==> src/hw/rtl/sle_pkg.sv <==
// ----------------------------------------------------------------------------
// sle_pkg
// Shared types, byte codes and echo sequence decode for the line editor.
// ----------------------------------------------------------------------------
package sle_pkg;

  localparam int MAX_LINE_DEF = 64;
  localparam int CAP_W        = 7;
  localparam logic [CAP_W-1:0] CAP_RESET = 7'd60;

  localparam logic [7:0] CH_NUL   = 8'd0;
  localparam logic [7:0] CH_BS    = 8'd8;
  localparam logic [7:0] CH_LF    = 8'd10;
  localparam logic [7:0] CH_CR    = 8'd13;
  localparam logic [7:0] CH_SP    = 8'd32;
  localparam logic [7:0] CH_ZERO  = 8'd48;
  localparam logic [7:0] CH_AT    = 8'd64;
  localparam logic [7:0] CH_CARET = 8'd94;
  localparam logic [7:0] CH_DEL   = 8'd127;

  typedef enum logic [2:0] {
    KIND_PLAIN,
    KIND_CARET,
    KIND_CR,
    KIND_RUB_NARROW,
    KIND_RUB_WIDE
  } echo_kind_t;

  typedef logic [2:0] echo_idx_t;

  // everything one received byte leaves for the output side
  typedef struct packed {
    echo_kind_t  kind;
    logic [7:0]  ch;
    logic        store_valid;
    logic [5:0]  store_index;
    logic [7:0]  store_byte;
    logic        line_done;
    logic [6:0]  line_length;
  } sle_bundle_t;

  function automatic echo_idx_t echo_count(input echo_kind_t kind);
    echo_idx_t n;
    n = 3'd1;
    unique case (kind)
      KIND_PLAIN:      n = 3'd1;
      KIND_CARET:      n = 3'd2;
      KIND_CR:         n = 3'd3;
      KIND_RUB_NARROW: n = 3'd3;
      KIND_RUB_WIDE:   n = 3'd6;
      default:         n = 3'd1;
    endcase
    return n;
  endfunction

  function automatic logic [7:0] echo_at(input echo_kind_t kind, input logic [7:0] ch,
                                         input echo_idx_t idx);
    logic [7:0] e;
    e = ch;
    unique case (kind)
      KIND_PLAIN:      e = ch;
      KIND_CARET:      e = (idx == 3'd0) ? CH_CARET : ch;
      KIND_CR:         e = (idx == 3'd2) ? CH_LF : CH_CR;
      KIND_RUB_NARROW: e = (idx == 3'd1) ? CH_SP : CH_BS;
      KIND_RUB_WIDE:   e = (idx == 3'd2 || idx == 3'd3) ? CH_SP : CH_BS;
      default:         e = ch;
    endcase
    return e;
  endfunction

endpackage

==> src/hw/rtl/sle_edit.sv <==
// ----------------------------------------------------------------------------
// sle_edit
// Write position, capacity register and control-mark store; decides the
// echo sequence and buffer write for each accepted byte.
// ----------------------------------------------------------------------------
module sle_edit #(
  parameter int MAX_LINE = sle_pkg::MAX_LINE_DEF
) (
  input  logic                      clk,
  input  logic                      rst_n,
  input  logic                      cfg_wr_en,
  input  logic [sle_pkg::CAP_W-1:0] cfg_wr_data,
  input  logic                      accept,
  input  logic [7:0]                rx_byte,
  output logic                      bnd_valid,
  output sle_pkg::sle_bundle_t      bnd
);
  import sle_pkg::*;

  localparam int PW = (MAX_LINE > 1) ? $clog2(MAX_LINE) : 1;
  localparam int CW = (PW + 1 > CAP_W) ? PW + 1 : CAP_W;

  logic [PW-1:0]    wp_r, wp_nxt;
  logic [CAP_W-1:0] cap_r;
  logic             prev_mark_r;
  logic             marks [MAX_LINE];

  logic          is_bs, at_zero, full, done, mark;
  logic [CW-1:0] pos_ext, pos1, cap_ext, cap_eff;
  logic [7:0]    sbyte;

  always_comb begin
    is_bs   = (rx_byte == CH_BS) || (rx_byte == CH_DEL);
    at_zero = (wp_r == '0);
    pos_ext = CW'(wp_r);
    pos1    = pos_ext + CW'(1);
    cap_ext = CW'(cap_r);
    if (cap_ext == '0) begin
      cap_eff = CW'(1);
    end else if (cap_ext > CW'(MAX_LINE)) begin
      cap_eff = CW'(MAX_LINE);
    end else begin
      cap_eff = cap_ext;
    end
    full  = (pos1 >= cap_eff);
    sbyte = (rx_byte == CH_CR) ? CH_LF : rx_byte;
    mark  = (sbyte < CH_SP);
    done  = (rx_byte == CH_CR) || full;

    bnd             = '0;
    bnd.ch          = rx_byte;
    bnd_valid       = 1'b1;
    if (is_bs) begin
      bnd_valid = !at_zero;
      bnd.kind  = prev_mark_r ? KIND_RUB_WIDE : KIND_RUB_NARROW;
    end else begin
      if (rx_byte == CH_CR) begin
        bnd.kind = KIND_CR;
      end else if (rx_byte == CH_NUL) begin
        bnd.kind = KIND_CARET;
        bnd.ch   = CH_ZERO;
      end else if (rx_byte < CH_SP) begin
        // 28 lands on backslash here as well
        bnd.kind = KIND_CARET;
        bnd.ch   = CH_AT + rx_byte;
      end else begin
        bnd.kind = KIND_PLAIN;
      end
      bnd.store_valid = 1'b1;
      bnd.store_index = pos_ext[5:0];
      bnd.store_byte  = sbyte;
      bnd.line_done   = done;
      bnd.line_length = done ? pos1[6:0] : 7'd0;
    end

    wp_nxt = wp_r;
    if (accept) begin
      if (is_bs) begin
        if (!at_zero) begin
          wp_nxt = wp_r - PW'(1);
        end
      end else if (done) begin
        wp_nxt = '0;
      end else begin
        wp_nxt = wp_r + PW'(1);
      end
    end
  end

  always_ff @(posedge clk) begin
    if (!rst_n) begin
      wp_r  <= '0;
      cap_r <= CAP_RESET;
    end else begin
      wp_r <= wp_nxt;
      if (cfg_wr_en) begin
        cap_r <= cfg_wr_data;
      end
    end
  end

  // mark of the position just below the write position, kept ready
  always_ff @(posedge clk) begin
    if (accept && !is_bs) begin
      marks[wp_r] <= mark;
    end
    if (accept && !(is_bs && at_zero)) begin
      prev_mark_r <= is_bs ? marks[wp_r - PW'(2)] : mark;
    end
  end

endmodule

==> src/hw/rtl/sle_emit.sv <==
// ----------------------------------------------------------------------------
// sle_emit
// Holds one byte's result bundle and sends its echo beats one per cycle while out_stall is low.
// ----------------------------------------------------------------------------
module sle_emit (
  input  logic                 clk,
  input  logic                 rst_n,
  input  logic                 load,
  input  sle_pkg::sle_bundle_t bnd_in,
  output logic                 load_ok,
  output logic                 out_valid,
  input  logic                 out_stall,
  output logic                 out_echo_valid,
  output logic [7:0]           out_echo_byte,
  output logic                 out_store_valid,
  output logic [5:0]           out_store_index,
  output logic [7:0]           out_store_byte,
  output logic                 out_line_done,
  output logic [6:0]           out_line_length,
  output logic                 out_last
);
  import sle_pkg::*;

  logic        busy_r, busy_nxt;
  sle_bundle_t bnd_r;
  echo_idx_t   idx_r, idx_nxt;
  logic        fin, take;

  always_comb begin
    fin     = (idx_r == echo_count(bnd_r.kind) - 3'd1);
    take    = busy_r && !out_stall;
    load_ok = !busy_r || (take && fin);

    busy_nxt = busy_r;
    idx_nxt  = idx_r;
    if (load) begin
      busy_nxt = 1'b1;
      idx_nxt  = '0;
    end else if (take) begin
      if (fin) begin
        busy_nxt = 1'b0;
      end else begin
        idx_nxt = idx_r + 3'd1;
      end
    end
  end

  always_ff @(posedge clk) begin
    if (!rst_n) begin
      busy_r <= 1'b0;
      idx_r  <= '0;
    end else begin
      busy_r <= busy_nxt;
      idx_r  <= idx_nxt;
    end
  end

  always_ff @(posedge clk) begin
    if (load) begin
      bnd_r <= bnd_in;
    end
  end

  // store and line fields ride only on the final beat
  assign out_valid       = busy_r;
  assign out_echo_valid  = 1'b1;
  assign out_echo_byte   = echo_at(bnd_r.kind, bnd_r.ch, idx_r);
  assign out_store_valid = fin & bnd_r.store_valid;
  assign out_store_index = fin ? bnd_r.store_index : 6'd0;
  assign out_store_byte  = fin ? bnd_r.store_byte : 8'd0;
  assign out_line_done   = fin & bnd_r.line_done;
  assign out_line_length = fin ? bnd_r.line_length : 7'd0;
  assign out_last        = fin;

endmodule

==> src/hw/rtl/serial_line_editor_echo_core.sv <==
// Timing: the first echo beat appears in the cycle after the byte is accepted.
// Throughput: one echo beat per cycle while out_stall is low; each byte gives
// 1 to 6 echo beats, and the next byte is taken on the last beat of the one
// before; a backspace at line start is accepted and gives no beat.
// Reset: write position to 0, capacity to 60, output stage empty.
// ----------------------------------------------------------------------------
// serial_line_editor_echo_core
// Console line editor with terminal echo and line buffer writes.
// ----------------------------------------------------------------------------
module serial_line_editor_echo_core #(
  parameter int MAX_LINE = sle_pkg::MAX_LINE_DEF
) (
  input  logic                      clk,
  input  logic                      rst_n,
  input  logic                      cfg_wr_en,
  input  logic [sle_pkg::CAP_W-1:0] cfg_wr_data,
  input  logic                      in_valid,
  output logic                      in_stall,
  input  logic [7:0]                in_rx_byte,
  output logic                      out_valid,
  input  logic                      out_stall,
  output logic                      out_echo_valid,
  output logic [7:0]                out_echo_byte,
  output logic                      out_store_valid,
  output logic [5:0]                out_store_index,
  output logic [7:0]                out_store_byte,
  output logic                      out_line_done,
  output logic [6:0]                out_line_length,
  output logic                      out_last
);
  import sle_pkg::*;

  logic        accept, load_ok, bnd_valid;
  sle_bundle_t bnd;

  assign in_stall = !load_ok;
  assign accept   = in_valid && load_ok;

  sle_edit #(
    .MAX_LINE(MAX_LINE)
  ) u_edit (
    .clk        (clk),
    .rst_n      (rst_n),
    .cfg_wr_en  (cfg_wr_en),
    .cfg_wr_data(cfg_wr_data),
    .accept     (accept),
    .rx_byte    (in_rx_byte),
    .bnd_valid  (bnd_valid),
    .bnd        (bnd)
  );

  sle_emit u_emit (
    .clk            (clk),
    .rst_n          (rst_n),
    .load           (accept && bnd_valid),
    .bnd_in         (bnd),
    .load_ok        (load_ok),
    .out_valid      (out_valid),
    .out_stall      (out_stall),
    .out_echo_valid (out_echo_valid),
    .out_echo_byte  (out_echo_byte),
    .out_store_valid(out_store_valid),
    .out_store_index(out_store_index),
    .out_store_byte (out_store_byte),
    .out_line_done  (out_line_done),
    .out_line_length(out_line_length),
    .out_last       (out_last)
  );

endmodule
==> config.mk <==
export PLATFORM = sky130hd
export DESIGN_NAME = serial_line_editor_echo_core
export DESIGN_NICKNAME = d
export VERILOG_FILES = /design/src/hw/rtl/sle_pkg.sv /design/src/hw/rtl/sle_edit.sv /design/src/hw/rtl/sle_emit.sv /design/src/hw/rtl/serial_line_editor_echo_core.sv
export SDC_FILE = /design/constraint.sdc
export NUM_CORES = 1
export LEC_CHECK = 0
export BUFFER_PORTS_ARGS = -buffer_cell sky130_fd_sc_hd__buf_2
export CORE_MARGIN = 2
export CORE_UTILIZATION = 60
export CTS_BUF_LIST = sky130_fd_sc_hd__clkbuf_16
export CTS_CLUSTER_DIAMETER = 80
export CTS_CLUSTER_SIZE = 20
export DETAILED_ROUTE_END_ITERATION = 8
export HOLD_SLACK_MARGIN = 0.08
export PLACE_DENSITY = 0.78
export REMOVE_ABC_BUFFERS = 1
export SLEW_MARGIN = 20
export SYNTH_ARGS = -nofsm -noshare
export SYNTH_HDL_FRONTEND = slang
export SYNTH_HIERARCHICAL = 1
export SYNTH_SLANG_ARGS = --single-unit
==> constraint.sdc <==
create_clock -name clk -period 6.46 [get_ports clk]
set_input_delay 0.969 -clock clk [delete_from_list [all_inputs] [get_ports clk]]
set_output_delay 0.969 -clock clk [all_outputs]
set_load 0.02 [all_outputs]
==> impl.org, run 1 <==
** Die
- The floorplan has 36 rows.
- Die Ht :: 105 um
- In this run the standard cell core region covers 0.00982 mm^2.
- Overall die area :: 0.0110 mm^2
- 55 I/O pins were placed.
- For this configuration, the core starts out at a cell density of 62.0%.
- In this run the horizontal extent of the chip is 105 um.

** Placed design
- At the end of routability-driven placement, the weighted congestion stood at 0.886.
- The number of placed instances, taps included, is 678.
- Half-perimeter wire length after placement :: 8.03 mm
- In this run the tool buffered the top-level ports with 53 buffer cells.
- Placed Area :: 0.00636 mm^2

** Worst setup path
- R2R Setup Slk :: 2.81 ns
- Required time at the endpoint of the critical path :: 6.77 ns
- The worst setup path is captured at a flop.
- In this design, the stage delay of the slowest critical-path cell is 0.54 ns.
- Maximum net fanout on the critical path :: 19
- STA classifies the critical path startpoint as an input pin.
- Critical Path AT :: 3.97 ns
- Most numerous cell on the critical path :: sky130_fd_sc_hd__nand2_1
- Top delay family on crit path :: simple AND/OR/NAND/NOR gates
- Crit path max-delay cell type :: sky130_fd_sc_hd__o21a_1
- The critical path goes through buf_2 > inv_1 > ha_1 > or4b_4 > nor3_2 > o21a_1 > nand2_1 > and3_1 > nor2b_1 > nand2_1 > o31ai_1.
- CP Buf/Inv Count :: 2
- By startpoint and endpoint, the worst setup path is classified as input pin to flop.

** Clock network
- Resized Gates After CTS :: 0
- The clock net in this run drives a total of 116 sinks.
- The number of clock buffers added by TritonCTS is 17.
- The clock reaches the later pin of the worst-skew pair after 0.41 ns.
- The clock tree synthesis step divided the H-tree into 4 levels.
- Clock tree from TritonCTS :: built
- After clock tree synthesis, the clock-pin slew on the worst setup and hold paths is 0.05 ns.
- Setup Fix Bufs, Post-CTS :: 0
- Bufs on Longest Clock Path :: 2
- Buffers inserted to repair hold after CTS numbered 0.
- Cell at the root of the clock tree :: sky130_fd_sc_hd__clkbuf_16

** Drt
- Wires add up to 12.4 mm.
- In the final routed layout, each cell accounts on average for 17.5 um.
- The first routing iteration left 371 violations.
- Via count :: 4196
- Using the TritonRoute via totals, the vias-per-cell ratio works out to 5.91.
- The first detailed-routing pass took 5 iterations.
- Remaining design rule violation count :: 0
- The count of nets left with antenna violations once routing finished came out at 0.

** Timing
- Setup violations remaining at the end of the flow were counted as 0.
- The count of endpoints failing hold in the final timing report is 0.
- Share of the cycle needed by the critical path after routing :: 56.7%
- Final critical-path required period :: 3.66 ns
- On the final layout, the worst clock skew is 0.00800 ns.
- Hold is met by 0.511 ns.
- The final max-slew violation count is 0.
- Setup total negative slack on the finished layout was measured at 0 ns.
- Upper clock frequency limit :: 0.273 GHz
- Tightest slew margin relative to the limit :: 32.2%
- Setup repair after global routing left no endpoint under its margin.
- Slew of the pin with the lowest slew margin :: 1.02 ns

** Global routing
- Largest net degree at the start of global routing :: 67
- After global routing the overflow that remains totals 0.
- Number of antenna violations at the first check in global routing :: 0
- The first global-routing pass estimated 20.5 mm of wire.
- Vias in the first global route :: 4062
- Across every metal layer, demand over resource in global routing totals 24.1%.

** Synth
- After synthesis, the share of flip-flops with an asynchronous set or reset is 0%.
- A synthesized cell averages 11.6 um^2.
- Counting distinct cell types in the post-synthesis netlist gives 69.
- Post-synthesis adder-cell area fraction :: 4.73%
- The portion of synthesized area spent on multiplexers is 9.56%.
- Compound-gate portion of the synthesized area :: 7.13%
- Post-Synth XOR/XNOR Area :: 1.56%
- For this run, the leading register cell type out of synthesis is sky130_fd_sc_hd__edfxtp_1.
- Post-synthesis instance total :: 524
- After synthesis the cells add up to 0.00609 mm^2.
- By area, the combinational part of the netlist is dominated by simple AND/OR/NAND/NOR gates.
- Sequential elements use 54.4% of the synthesized area.
- Post-synth EDFFs :: 99
- The Yosys step of the flow raised 6 warnings.
- Counting flops and latches in the post-synthesis netlist gives 116.
- Simple logic cell fraction of the synthesized area :: 18.1%

** Final layout
- Nets :: 607
- The repair_antennas step left the layout with diodes totalling 0.
- Final std cells w/o fill :: 710
- Summing all multi-input logic gate instances after layout gives 0.00252 mm^2.
- Layout overhead on the synthesized area :: 15.2%
- Final standard cell area without fillers :: 0.00701 mm^2
- Number of fillers in the final layout :: 701
- Proportion of layout cells with a drive suffix above 1 :: 20.6%
- Total area of sequential cells :: 0.00331 mm^2

** Min path
- Type of the worst min-delay path :: flop to flop

** Power
- Summed over all cells, the static leakage comes to 0.00268 uW.
- VDD sags by at most 0.210 mV.
- Power, Total :: 2150 uW
- P per Cell Area :: 307 mW/mm^2

** Job
- Max_cap viols :: 0

** Status
- Run status :: complete, no violations
-- tightest hold or removal path, cell delays in order (launching register included) --
cell	delay, ns
sky130_fd_sc_hd__dfxtp_1	0.35
sky130_fd_sc_hd__mux2i_1	0.07
sky130_fd_sc_hd__nand2_1	0.06
-- cell families after synthesis --
logic type / count (synthesis)
compound gates: 62
xor+xnor: 10
fa+ha+maj: 23
buf+inv: 55
flops: 116
mux: 35
other cells: 1
simple gates: 222
-- final cells by class --
class | count | share of cell area [%]
clock inverters | 15 | 3.14
repair buffers | 56 | 4.11
multi-input cells | 353 | 35.9
clock buffers | 17 | 6.07
well taps | 133 | 2.37
flip-flops and latches | 116 | 47.3
inverters | 20 | 1.11
-- synthesized netlist by cell type (5+ instances only) --
master	n	area, um^2
sky130_fd_sc_hd__and3_1	11	68.8
sky130_fd_sc_hd__nand2_1	36	135
sky130_fd_sc_hd__nor2_1	89	334
sky130_fd_sc_hd__mux4_2	18	405
sky130_fd_sc_hd__or3_1	7	43.8
sky130_fd_sc_hd__ha_1	23	288
sky130_fd_sc_hd__mux2i_1	15	150
sky130_fd_sc_hd__buf_2	10	50.1
sky130_fd_sc_hd__clkbuf_1	13	48.8
sky130_fd_sc_hd__o21ai_0	9	45.0
sky130_fd_sc_hd__inv_1	17	63.8
sky130_fd_sc_hd__dfxtp_1	17	340
sky130_fd_sc_hd__edfxtp_1	99	2970
sky130_fd_sc_hd__nor3b_1	5	37.5
sky130_fd_sc_hd__nor3_1	8	40.0
sky130_fd_sc_hd__a21oi_1	11	55.1
sky130_fd_sc_hd__and2_1	30	188
sky130_fd_sc_hd__xnor2_1	6	52.6
sky130_fd_sc_hd__nand4_1	5	31.3
sky130_fd_sc_hd__nand3_1	8	40.0
sky130_fd_sc_hd__o21a_1	6	45.0
-- through the flow --
stage,setup slack [ns],util (%)
global route,2.51,71.4
global placement,2.60,64.8
finish,2.80,71.4
detailed placement,2.43,64.8
CTS,2.79,71.4
floorplan,1.53,-
-- where the power goes --
group / total, uW / switching, uW / internal (uW)
Sequential: 871 / 28.7 / 843
Clock: 1020 / 310 / 712
Combinational: 255 / 151 / 104
Total: 2150 / 490 / 1660
-- worst paths after layout --
kind | from | to | cells after the start
worst max-delay path | in_rx_byte[6] | u_emit/idx_r[1]$_SDFFE_PP0P_ | 11
worst min-delay path | u_edit/cap_ext[3]$_SDFFE_PN1P_ | u_edit/cap_ext[3]$_SDFFE_PN1P_ | 2
worst max register to register | u_edit/wp_r[1]$_SDFFE_PN0P_ | u_edit/wp_r[2]$_SDFFE_PN0P_ | 10
worst min register to register | u_edit/cap_ext[3]$_SDFFE_PN1P_ | u_edit/cap_ext[3]$_SDFFE_PN1P_ | 2
-- routing by layer --
metal  track usage, %  share of wire, %  vias to the layer above
li1                 -                 -                     1975
met1             31.2                42                     2053
met2             40.0                50                      150
met3             5.30               5.7                       18
met4             9.52               1.7                        0
met5                0                 0                        -
-- cell usage in the layout, fill, tap and decap left out, types with 3 or more instances in the layout --
master                      count
sky130_fd_sc_hd__edfxtp_1      99
sky130_fd_sc_hd__o21a_1         6
sky130_fd_sc_hd__a21oi_1       11
sky130_fd_sc_hd__and2_1        30
sky130_fd_sc_hd__xor2_1         3
sky130_fd_sc_hd__nand3_1        8
sky130_fd_sc_hd__inv_1         20
sky130_fd_sc_hd__nand3b_1       4
sky130_fd_sc_hd__mux4_2        18
sky130_fd_sc_hd__buf_4          3
sky130_fd_sc_hd__o21ai_0        9
sky130_fd_sc_hd__xnor2_1        6
sky130_fd_sc_hd__or3_1          7
sky130_fd_sc_hd__nand2b_1       3
sky130_fd_sc_hd__a31oi_1        3
sky130_fd_sc_hd__clkbuf_16     17
sky130_fd_sc_hd__nor3_1         8
sky130_fd_sc_hd__dfxtp_1       17
sky130_fd_sc_hd__bufinv_16      6
sky130_fd_sc_hd__a22oi_1        4
sky130_fd_sc_hd__nand2_1       36
sky130_fd_sc_hd__nand4_1        5
sky130_fd_sc_hd__ha_1          23
sky130_fd_sc_hd__buf_2         53
sky130_fd_sc_hd__clkinv_2       5
sky130_fd_sc_hd__nor2_1        89
sky130_fd_sc_hd__mux2i_1       15
sky130_fd_sc_hd__nor3b_1        5
sky130_fd_sc_hd__and3_1        11
-- sequential cells by signal, summed over array words and instances (netlist names) --
name	count
u_edit/cap_ext	7
u_edit/marks	64
u_edit/prev_mark_r	1
u_edit/wp_r	6
u_emit/bnd_r	34
u_emit/idx_r	3
u_emit/out_valid	1
Power figures use the tool's default switching activity.
==> inputs of run 2 (changes only) <==
==> constraint.sdc (replaced) <==
create_clock -name clk -period 3.6 [get_ports clk]
set_input_delay 0.54 -clock clk [delete_from_list [all_inputs] [get_ports clk]]
set_output_delay 0.54 -clock clk [all_outputs]
set_load 0.02 [all_outputs]
==> impl.org, run 2 (synthesis gave the netlist of run 1 again) <==
** Clock network
- The latest clock arrival within the worst-skew pair came to 0.41 ns (about the same).
- The post-cts sizing count came to 0 (unchanged).
- The TritonCTS buffer count was 17 (unchanged).
- The number of buffers inserted for hold repair after clock tree synthesis is 0 (unchanged).
- H-tree Lvls :: 4 (unchanged)
- Clock tree synthesis selected as its root buffer the cell sky130_fd_sc_hd__clkbuf_16.
- Setup Fix Bufs, Post-CTS :: 0 (unchanged)
- The maximum root-to-sink buffer count was 2 (unchanged).
- Clock net sink count :: 116 (unchanged)
- TritonCTS built the clock tree.
- The clock transition at the registers of the reported paths was 0.05 ns (about the same).

** Worst setup path
- R2R Setup Slk :: 0.41 ns (-2.40 ns)
- STA classifies the critical path endpoint as a flop.
- In this run the critical register-to-register path is launched from u_edit/wp_r[3]$_SDFFE_PN0P_.
- Type of the worst setup path :: flop to flop
- The largest individual stage delay along the critical path comes from the cell sky130_fd_sc_hd__dfxtp_1.
- Maximum net fanout on the critical path :: 16 (-3)
- STA classifies the critical path startpoint as a flop.
- Top delay family on crit path :: compound AO/OA/AOI/OAI gates
- Critical Path AT :: 3.49 ns (-0.48 ns)
- Highest cell delay on the worst timing path :: 0.75 ns (+0.21 ns)
- Critical register-to-register path endpoint :: u_edit/wp_r[2]$_SDFFE_PN0P_
- Depth of the most critical reg-to-reg path :: 9 (-1)
- The signal on the critical path passes through nand4_1 > xnor2_1 > ha_1 > a21o_1 > a221oi_1 > o21ai_1 > nand2_2 > a31oi_1 > a311oi_1.
- CP Buf/Inv Count :: 0 (-2)
- Required time at the endpoint of the critical path :: 3.90 ns (-2.87 ns)

** Die
- Die Width :: 105 um (unchanged)
- Core footprint :: 0.00982 mm^2 (unchanged)
- The y dimension of the die is 105 um (unchanged).
- The full die area was 0.0110 mm^2 (unchanged).
- Starting density of the core :: 62.0% (unchanged)
- The number of top-level design ports was 55 (unchanged).
- The floorplan row count came to 36 (unchanged).

** Global routing
- The first-pass GRT wire length is 21.1 mm (+2.8%).
- The largest net degree at the start of global routing came to 66 (-1.5%).
- The residual overflow from global routing is 0 (unchanged).
- The overall fraction of global-route tracks in use was 24.6% (+0.44 points).
- The number of antenna violations at the first check in global routing came to 0 (unchanged).
- The number of global-route vias before repair was 4194 (+3.2%).

** Timing
- Slew of the pin with the lowest slew margin :: 0.744 ns (-0.272 ns)
- The minimum hold slack is 0.350 ns (-0.161 ns).
- The final max-slew violation count is 0 (unchanged).
- Setup skew after layout :: 0.0156 ns (+0.00763 ns)
- The headroom to the max-slew limit came to 49.7% (+18 points).
- Final critical-path required period :: 3.19 ns
- The total of endpoints with negative setup slack in the final report is 0 (unchanged).
- Setup ws final :: 0.412 ns (-2.39 ns)
- Share of the cycle needed by the critical path after routing :: 88.5%
- Static timing analysis puts the maximum clock frequency at 0.314 GHz.
- Count of endpoints failing hold in the final timing report :: 0 (unchanged)
- RSZ-0062 raised after global routing :: no

** Power
- Internal power consumption :: 2790 uW (+68%)
- Clock share of power :: 45.6% (-2.0 points)
- The combinational power share came to 13.0% (+1.1 points).
- The final total power is 3730 uW (+73%).
- The register share of total power is 41.4% (+0.8 points).
- Switching fraction of total power :: 25.0% (+2.2 points)
- P per Cell Area :: 530 mW/mm^2 (+73%)
- The leakage component of the power was 0.00267 uW (-0.27%).
- Peak ir drop on the vdd network :: 0.524 mV (+150%)
- Net Switching :: 932 uW (+90%)

** Drt
- The mean number of vias per cell came to 5.95 (+0.63%).
- Post-detailed-route count of antenna-violating nets :: 0 (unchanged)
- Via count :: 4270 (+1.8%)
- The count of unresolved DRC violations after routing was 0 (unchanged).
- Total routed wirelength :: 12.7 mm (+2.0%)
- The wire length per cell after detailed routing came to 17.7 um (+0.90%).
- DR pass1 iterations :: 7 (+2)
- Iter 0 DRT Violations :: 413 (+11%)

** Min path
- The path with the worst hold slack has its endpoint at u_edit/cap_ext[4]$_SDFFE_PN1P_.
- The worst hold path belongs to the class input pin to flop.
- The startpoint identified for the worst hold timing path is cfg_wr_data[4].
- The number of cells traversed by the worst hold path came to 3 (+1).

** Final layout
- The total inserted antenna cells is 0 (unchanged).
- The library cell used most frequently in the layout, excluding fill and tap cells, is sky130_fd_sc_hd__edfxtp_1.
- The fill cell instance count of the final layout came to 713 (+1.7%).
- Final std cells w/o fill :: 718 (+1.1%)
- Nets :: 615 (+1.3%)
- Most frequent cells in the layout :: sky130_fd_sc_hd__edfxtp_1 (99), sky130_fd_sc_hd__nor2_1 (89), sky130_fd_sc_hd__buf_2 (53), sky130_fd_sc_hd__nand2_1 (36), sky130_fd_sc_hd__and2_1 (30)
- More flip-flops sit in one register than any other, and that register is u_edit/marks.
- The post-route standard cell area excluding fillers was 0.00703 mm^2 (+0.30%).
- Proportion of layout cells with a drive suffix above 1 :: 22.2% (+1.6 points)
- Layout overhead on the synthesized area :: 15.5%
- The flip-flop count of the largest register, all copies and words added is 64 (unchanged).

** Placed design
- The HPWL after detailed placement was 8.44 mm (+5.1%).
- The routability congestion estimate from global placement was 0.882 (-0.51%).
- The worst setup slack before clock tree synthesis came to 0.527 ns (-1.90 ns).
- Port buffer count :: 53 (unchanged)
- The placed standard-cell area is 0.00642 mm^2 (+0.94%).
- # placed instances :: 686 (+1.2%)

** Status
- Run status :: complete, no violations

** Job
- Max_cap viols :: 0 (unchanged)
[run 2: changes by cell type in the layout (fill, tap and decap cells not counted), sizes merged]
cell / delta
buf: +8
inv: -1
bufinv: -3
clkinvlp: +4
[run 2: per-stage QoR]
step                TNS [ns]  utilization [%]
global placement           0             65.4
finish                     0             71.6
floorplan             -44.77                -
detailed placement         0             65.4
global route               0             71.6
CTS                        0             71.6
[run 2: how the worst max path moves through the flow]
stage	start	endpoint	slack [ns]	cells past startpoint
4_1_cts	u_emit/bnd_r[33]$_DFFE_PP_	u_edit/marks[2]$_DFFE_PP_	0.43	9
2_1_floorplan	in_rx_byte[6]	u_emit/bnd_r[29]$_DFFE_PP_	-0.90	6
3_5_place_dp	u_emit/bnd_r[31]$_DFFE_PP_	u_edit/marks[38]$_DFFE_PP_	0.53	9
6_report	u_edit/wp_r[3]$_SDFFE_PN0P_	u_edit/wp_r[2]$_SDFFE_PN0P_	0.41	9
5_1_grt	u_emit/bnd_r[33]$_DFFE_PP_	u_edit/marks[6]$_DFFE_PP_	0.08	9
3_3_place_gp	u_emit/bnd_r[33]$_DFFE_PP_	u_edit/marks[26]$_DFFE_PP_	0.65	9
[run 2: layout make-up]
class | instances | area (um^2) | area share [%]
timing repair buffer | 64 | 348 | 4.95
multi-input combinational | 353 | 2520 | 35.8
inverter | 20 | 77.6 | 1.10
sequential | 116 | 3310 | 47.1
tap | 133 | 166 | 2.37
clock buffer | 17 | 425 | 6.05
clock inverter | 15 | 181 | 2.58
[run 2: power by group through the flow]
stage               Sequential (uW)  Clock, uW  Combinational, uW
CTS                            1540       1720                482
finish                         1540       1700                484
floorplan                      1580          0                316
global route                   1550       1780                528
detailed placement             1570          0                479
global placement               1560          0                470
[run 2: worst register-to-register path, stage by stage (launching register included)]
cell and delay, ns:
sky130_fd_sc_hd__dfxtp_1 0.75, sky130_fd_sc_hd__nand4_1 0.25, sky130_fd_sc_hd__xnor2_1 0.38, sky130_fd_sc_hd__ha_1 0.32, sky130_fd_sc_hd__a21o_1 0.19, sky130_fd_sc_hd__a221oi_1 0.31, sky130_fd_sc_hd__o21ai_1 0.25, sky130_fd_sc_hd__nand2_2 0.24
sky130_fd_sc_hd__a31oi_1 0.12, sky130_fd_sc_hd__a311oi_1 0.26
[run 2: layer usage]
metal | track usage (%) | share of wire [%] | vias to the layer above
met4 | 8.38 | 1.6 | 0
li1 | - | - | 1985
met2 | 40.7 | 50 | 182
met5 | 0 | 0 | -
met1 | 32.2 | 41 | 2079
met3 | 5.55 | 7.1 | 24
==> inputs of run 3 (changes only) <==
--- a/config.mk
+++ b/config.mk
@@ -5,6 +5,7 @@
 export SDC_FILE = /design/constraint.sdc
 export NUM_CORES = 1
 export LEC_CHECK = 0
+export ABC_AREA = 1
 export BUFFER_PORTS_ARGS = -buffer_cell sky130_fd_sc_hd__buf_2
 export CORE_MARGIN = 2
 export CORE_UTILIZATION = 60
==> impl.org, run 3 <==
** Die
- Overall die area :: 0.0115 mm^2 (+5.3%)
- Starting density of the core :: 61.9% (-0.081 points)
- Core footprint :: 0.0104 mm^2 (+5.6%)
- Die Ht :: 107 um (+2.6%)
- The overall die width came to 107 um (+2.6%).
- The floorplan row count is 37 (+2.8%).
- Count of boundary I/O pins :: 55 (unchanged)

** Job
- Max_cap viols :: 0 (unchanged)

** Timing
- Slew of the pin with the lowest slew margin :: 0.838 ns (+0.0944 ns)
- The count of endpoints failing hold in the final timing report came to 0 (unchanged).
- The final max-slew violation count came to 0 (unchanged).
- Tightest slew margin relative to the limit :: 43.9% (-5.9 points)
- The final critical path time including I/O delays and setup was 2.96 ns (-0.224 ns).
- Final setup violation count :: 0 (unchanged)
- Upper clock frequency limit :: 0.337 GHz (+7.6%)
- Share of the cycle needed by the critical path after routing :: 82.3% (-6.2 points)
- Setup repair after global routing left no endpoint under its margin.
- Setup skew after layout :: 0.0152 ns (-0.000481 ns)
- The sum of negative setup slack is 0 ns (unchanged).

** Worst setup path
- Chain of cells forming the critical path :: ha_1 > nand2_1 > nor2_1 > inv_1 > o21ai_0 > o21a_1 > inv_1 > ha_1 > nand2_1 > o21ai_0 > nor2_1 > nand2_1 > inv_1 > nand3_1 > a21oi_1
- Endpoint type of the worst setup path :: flop
- Highest cell delay on the worst timing path :: 0.69 ns (-0.06 ns)
- Required time at the endpoint of the critical path :: 3.92 ns (+0.02 ns)
- The top fanout value on the critical path came to 13 (-3).
- The worst setup path is of the flop to flop kind.
- The arrival time of data at the critical path endpoint was 3.29 ns (-0.20 ns).
- Startpoint Class :: flop
- The cell depth of the worst flop-to-flop path is 15 (+6).
- Crit path max-delay cell type :: sky130_fd_sc_hd__dfxtp_1
- R2R Setup Slk :: 0.64 ns (+0.22 ns)

** Synth
- The area of the mapped netlist came to 0.00642 mm^2 (+5.5%).
- For this run, the leading register cell type out of synthesis is sky130_fd_sc_hd__edfxtp_1.
- Fraction of post-synthesis cell area in the top cell type by area :: 46.3% (-2.5 points)
- Fraction of registers with async set or reset after synthesis :: 0% (unchanged)
- Count of cell types in the netlist :: 40 (-42%)
- The synthesized area per cell is 8.62 um^2 (-26%).
- Cell type with the highest aggregate area in the netlist :: sky130_fd_sc_hd__edfxtp_1
- Seq/Total Area, Yosys :: 51.6% (-2.8 points)
- The number of enable-type register cells in the synthesized netlist is 99 (unchanged).
- Post-synthesis instance total :: 745 (+42%)
- Synth top area cells :: sky130_fd_sc_hd__edfxtp_1 (46%), sky130_fd_sc_hd__nand2_1 (8.8%), sky130_fd_sc_hd__nor2_1 (7.8%)
- Cell with the most instances after synthesis :: sky130_fd_sc_hd__nand2_1
- The total of warnings raised by yosys came to 6 (unchanged).
- By count the netlist is led by sky130_fd_sc_hd__nand2_1 (151), sky130_fd_sc_hd__nor2_1 (133), sky130_fd_sc_hd__edfxtp_1 (99), sky130_fd_sc_hd__inv_1 (99), sky130_fd_sc_hd__nand3_1 (75).
- The number of register bits inferred by synthesis came to 116 (unchanged).

** Power
- Internal power consumption :: 2860 uW (+2.4%)
- The total power divided by cell area came to 536 mW/mm^2 (+1.1%).
- The switching component of the power is 1080 uW (+16%).
- The combinational power share is 17.4% (+4.4 points).
- Clock share of power :: 43.1% (-2.5 points)
- Switching fraction of total power :: 27.5% (+2.5 points)
- Peak ir drop on the vdd network :: 0.368 mV (-30%)
- Sequential cell fraction of total power :: 39.5% (-1.9 points)
- The final total power is 3940 uW (+5.9%).
- The leakage component of the power was 0.00329 uW (+23%).

** Min path
- The path class of the tightest hold or removal check is input pin to flop.
- Worst hold path cell count :: 1 (-2)

** Drt
- Total routed wirelength :: 14.6 mm (+15%)
- Routed vias/inst :: 5.48 (-7.9%)
- Via count :: 5194 (+22%)
- The number of design-rule violations left by the first detailed-router iteration came to 501 (+21%).
- The wire length per cell after detailed routing is 15.4 um (-13%).
- The post-detailed-route count of antenna-violating nets is 0 (unchanged).
- The iteration count of the initial detailed-routing pass is 7 (unchanged).
- The count of unresolved DRC violations after routing is 0 (unchanged).

** Global routing
- Wire length of the first global-routing pass :: 23.9 mm (+13%)
- The number of antenna violations at the first check in global routing came to 0 (unchanged).
- Largest net degree at the start of global routing :: 65 (-1.5%)
- The overall fraction of global-route tracks in use is 27.0% (+2.4 points).
- Vias in the first global route :: 5049 (+20%)
- Total global routing overflow :: 0 (unchanged)

** Clock network
- The latest clock arrival within the worst-skew pair came to 0.42 ns (about the same).
- Post-cts hold buffer count :: 0 (unchanged)
- Setup Fix Bufs, Post-CTS :: 0 (unchanged)
- The root buffer cell chosen for the clock tree is sky130_fd_sc_hd__clkbuf_16.
- Cts bufs inserted :: 17 (unchanged)
- The maximum root-to-sink buffer count is 2 (unchanged).
- The number of clock sinks came to 116 (unchanged).
- H-tree Lvls :: 4 (unchanged)
- TritonCTS built the clock tree.
- Resized Gates After CTS :: 0 (unchanged)
- Reg clk slew, reported paths :: 0.06 ns (about the same)

** Final layout
- The area growth from synthesis to layout is 14.7%.
- Most frequent cells in the layout :: sky130_fd_sc_hd__nand2_1 (151), sky130_fd_sc_hd__nor2_1 (133), sky130_fd_sc_hd__inv_1 (101), sky130_fd_sc_hd__edfxtp_1 (99), sky130_fd_sc_hd__nand3_1 (75)
- Proportion of layout cells with a drive suffix above 1 :: 17.0% (-5.2 points)
- The final design utilization was 71.0% (-0.58 points).
- Most flops, register :: u_edit/marks
- ANT cells :: 0 (unchanged)
- The library cell used most frequently in the layout, excluding fill and tap cells, is sky130_fd_sc_hd__nand2_1.
- Flip-flop count of the largest register, all copies and words added :: 64 (unchanged)
- The number of nets at the end of the flow is 842 (+37%).

** Status
- The run finished with clean final reports.

** Placed design
- Port buffer count :: 53 (unchanged)
- The routability congestion estimate from global placement came to 0.918 (+4.1%).
- Half-perimeter wire length after placement :: 9.56 mm (+13%)
[run 3: final timing paths]
check	end	start
worst min-delay path	u_emit/bnd_r[25]$_DFFE_PP_	in_rx_byte[2]
worst max-delay path	u_edit/wp_r[2]$_SDFFE_PN0P_	u_edit/wp_r[1]$_SDFFE_PN0P_
worst max register to register	u_edit/wp_r[2]$_SDFFE_PN0P_	u_edit/wp_r[1]$_SDFFE_PN0P_
worst min register to register	u_edit/cap_ext[4]$_SDFFE_PN1P_	u_edit/cap_ext[4]$_SDFFE_PN1P_
[run 3: stage by stage]
step	hold slack (ns)	setup WS [ns]	cells	area [um^2]
floorplan	0.451	0.296	721	6270
global placement	0.477	0.880	916	6770
detailed placement	0.483	0.774	916	6770
CTS	0.324	0.746	948	7360
global route	0.335	0.372	948	7360
finish	0.331	0.636	948	7360
[run 3: critical path, delay by kind of cell, from the launching register on]
kind / cells / cell delay [ns]
AO/OA/AOI/OAI: 4 / 0.66
adder cells (fa/ha/maj): 2 / 0.59
buffers and inverters: 3 / 0.30
flip-flops: 1 / 0.69
AND/OR/NAND/NOR: 6 / 0.61
[run 3: layer usage]
layer / part of all wire, % / wire length [um] / track usage [%]
met4: 2.4 / 358 / 11.9
met3: 7.5 / 1100 / 5.93
met5: 0 / 0 / 0
met2: 48 / 7090 / 44.8
met1: 42 / 6070 / 34.1
[run 3: power groups by stage]
stage               registers (uW)  clock network, uW  logic, uW
floorplan                     1580                  0        461
global placement              1580                  0        652
detailed placement            1580                  0        668
CTS                           1560               1710        679
global route                  1560               1760        758
finish                        1560               1700        686
[run 3: final cells by class]
cell class | instances | area, um^2
clock inverter | 15 | 173
clock buffer | 17 | 425
timing repair buffer | 59 | 323
inverter | 109 | 409
tap | 136 | 170
fill | 773 | 3010
multi-input combinational | 496 | 2550
sequential | 116 | 3310
[run 3: kinds of logic (layout without fill, tap and decap cells)]
group	Yosys count	in the layout	synth area share [%]
xor gates and xnor gates	6	6	0.819
AOI/OAI and AO/OA	53	53	4.58
other	1	1	0.0584
adders and majority gates	23	23	4.48
buffers and inverters	133	200	8.65
and+or+nand+nor	413	413	29.8
DFF	116	116	51.6
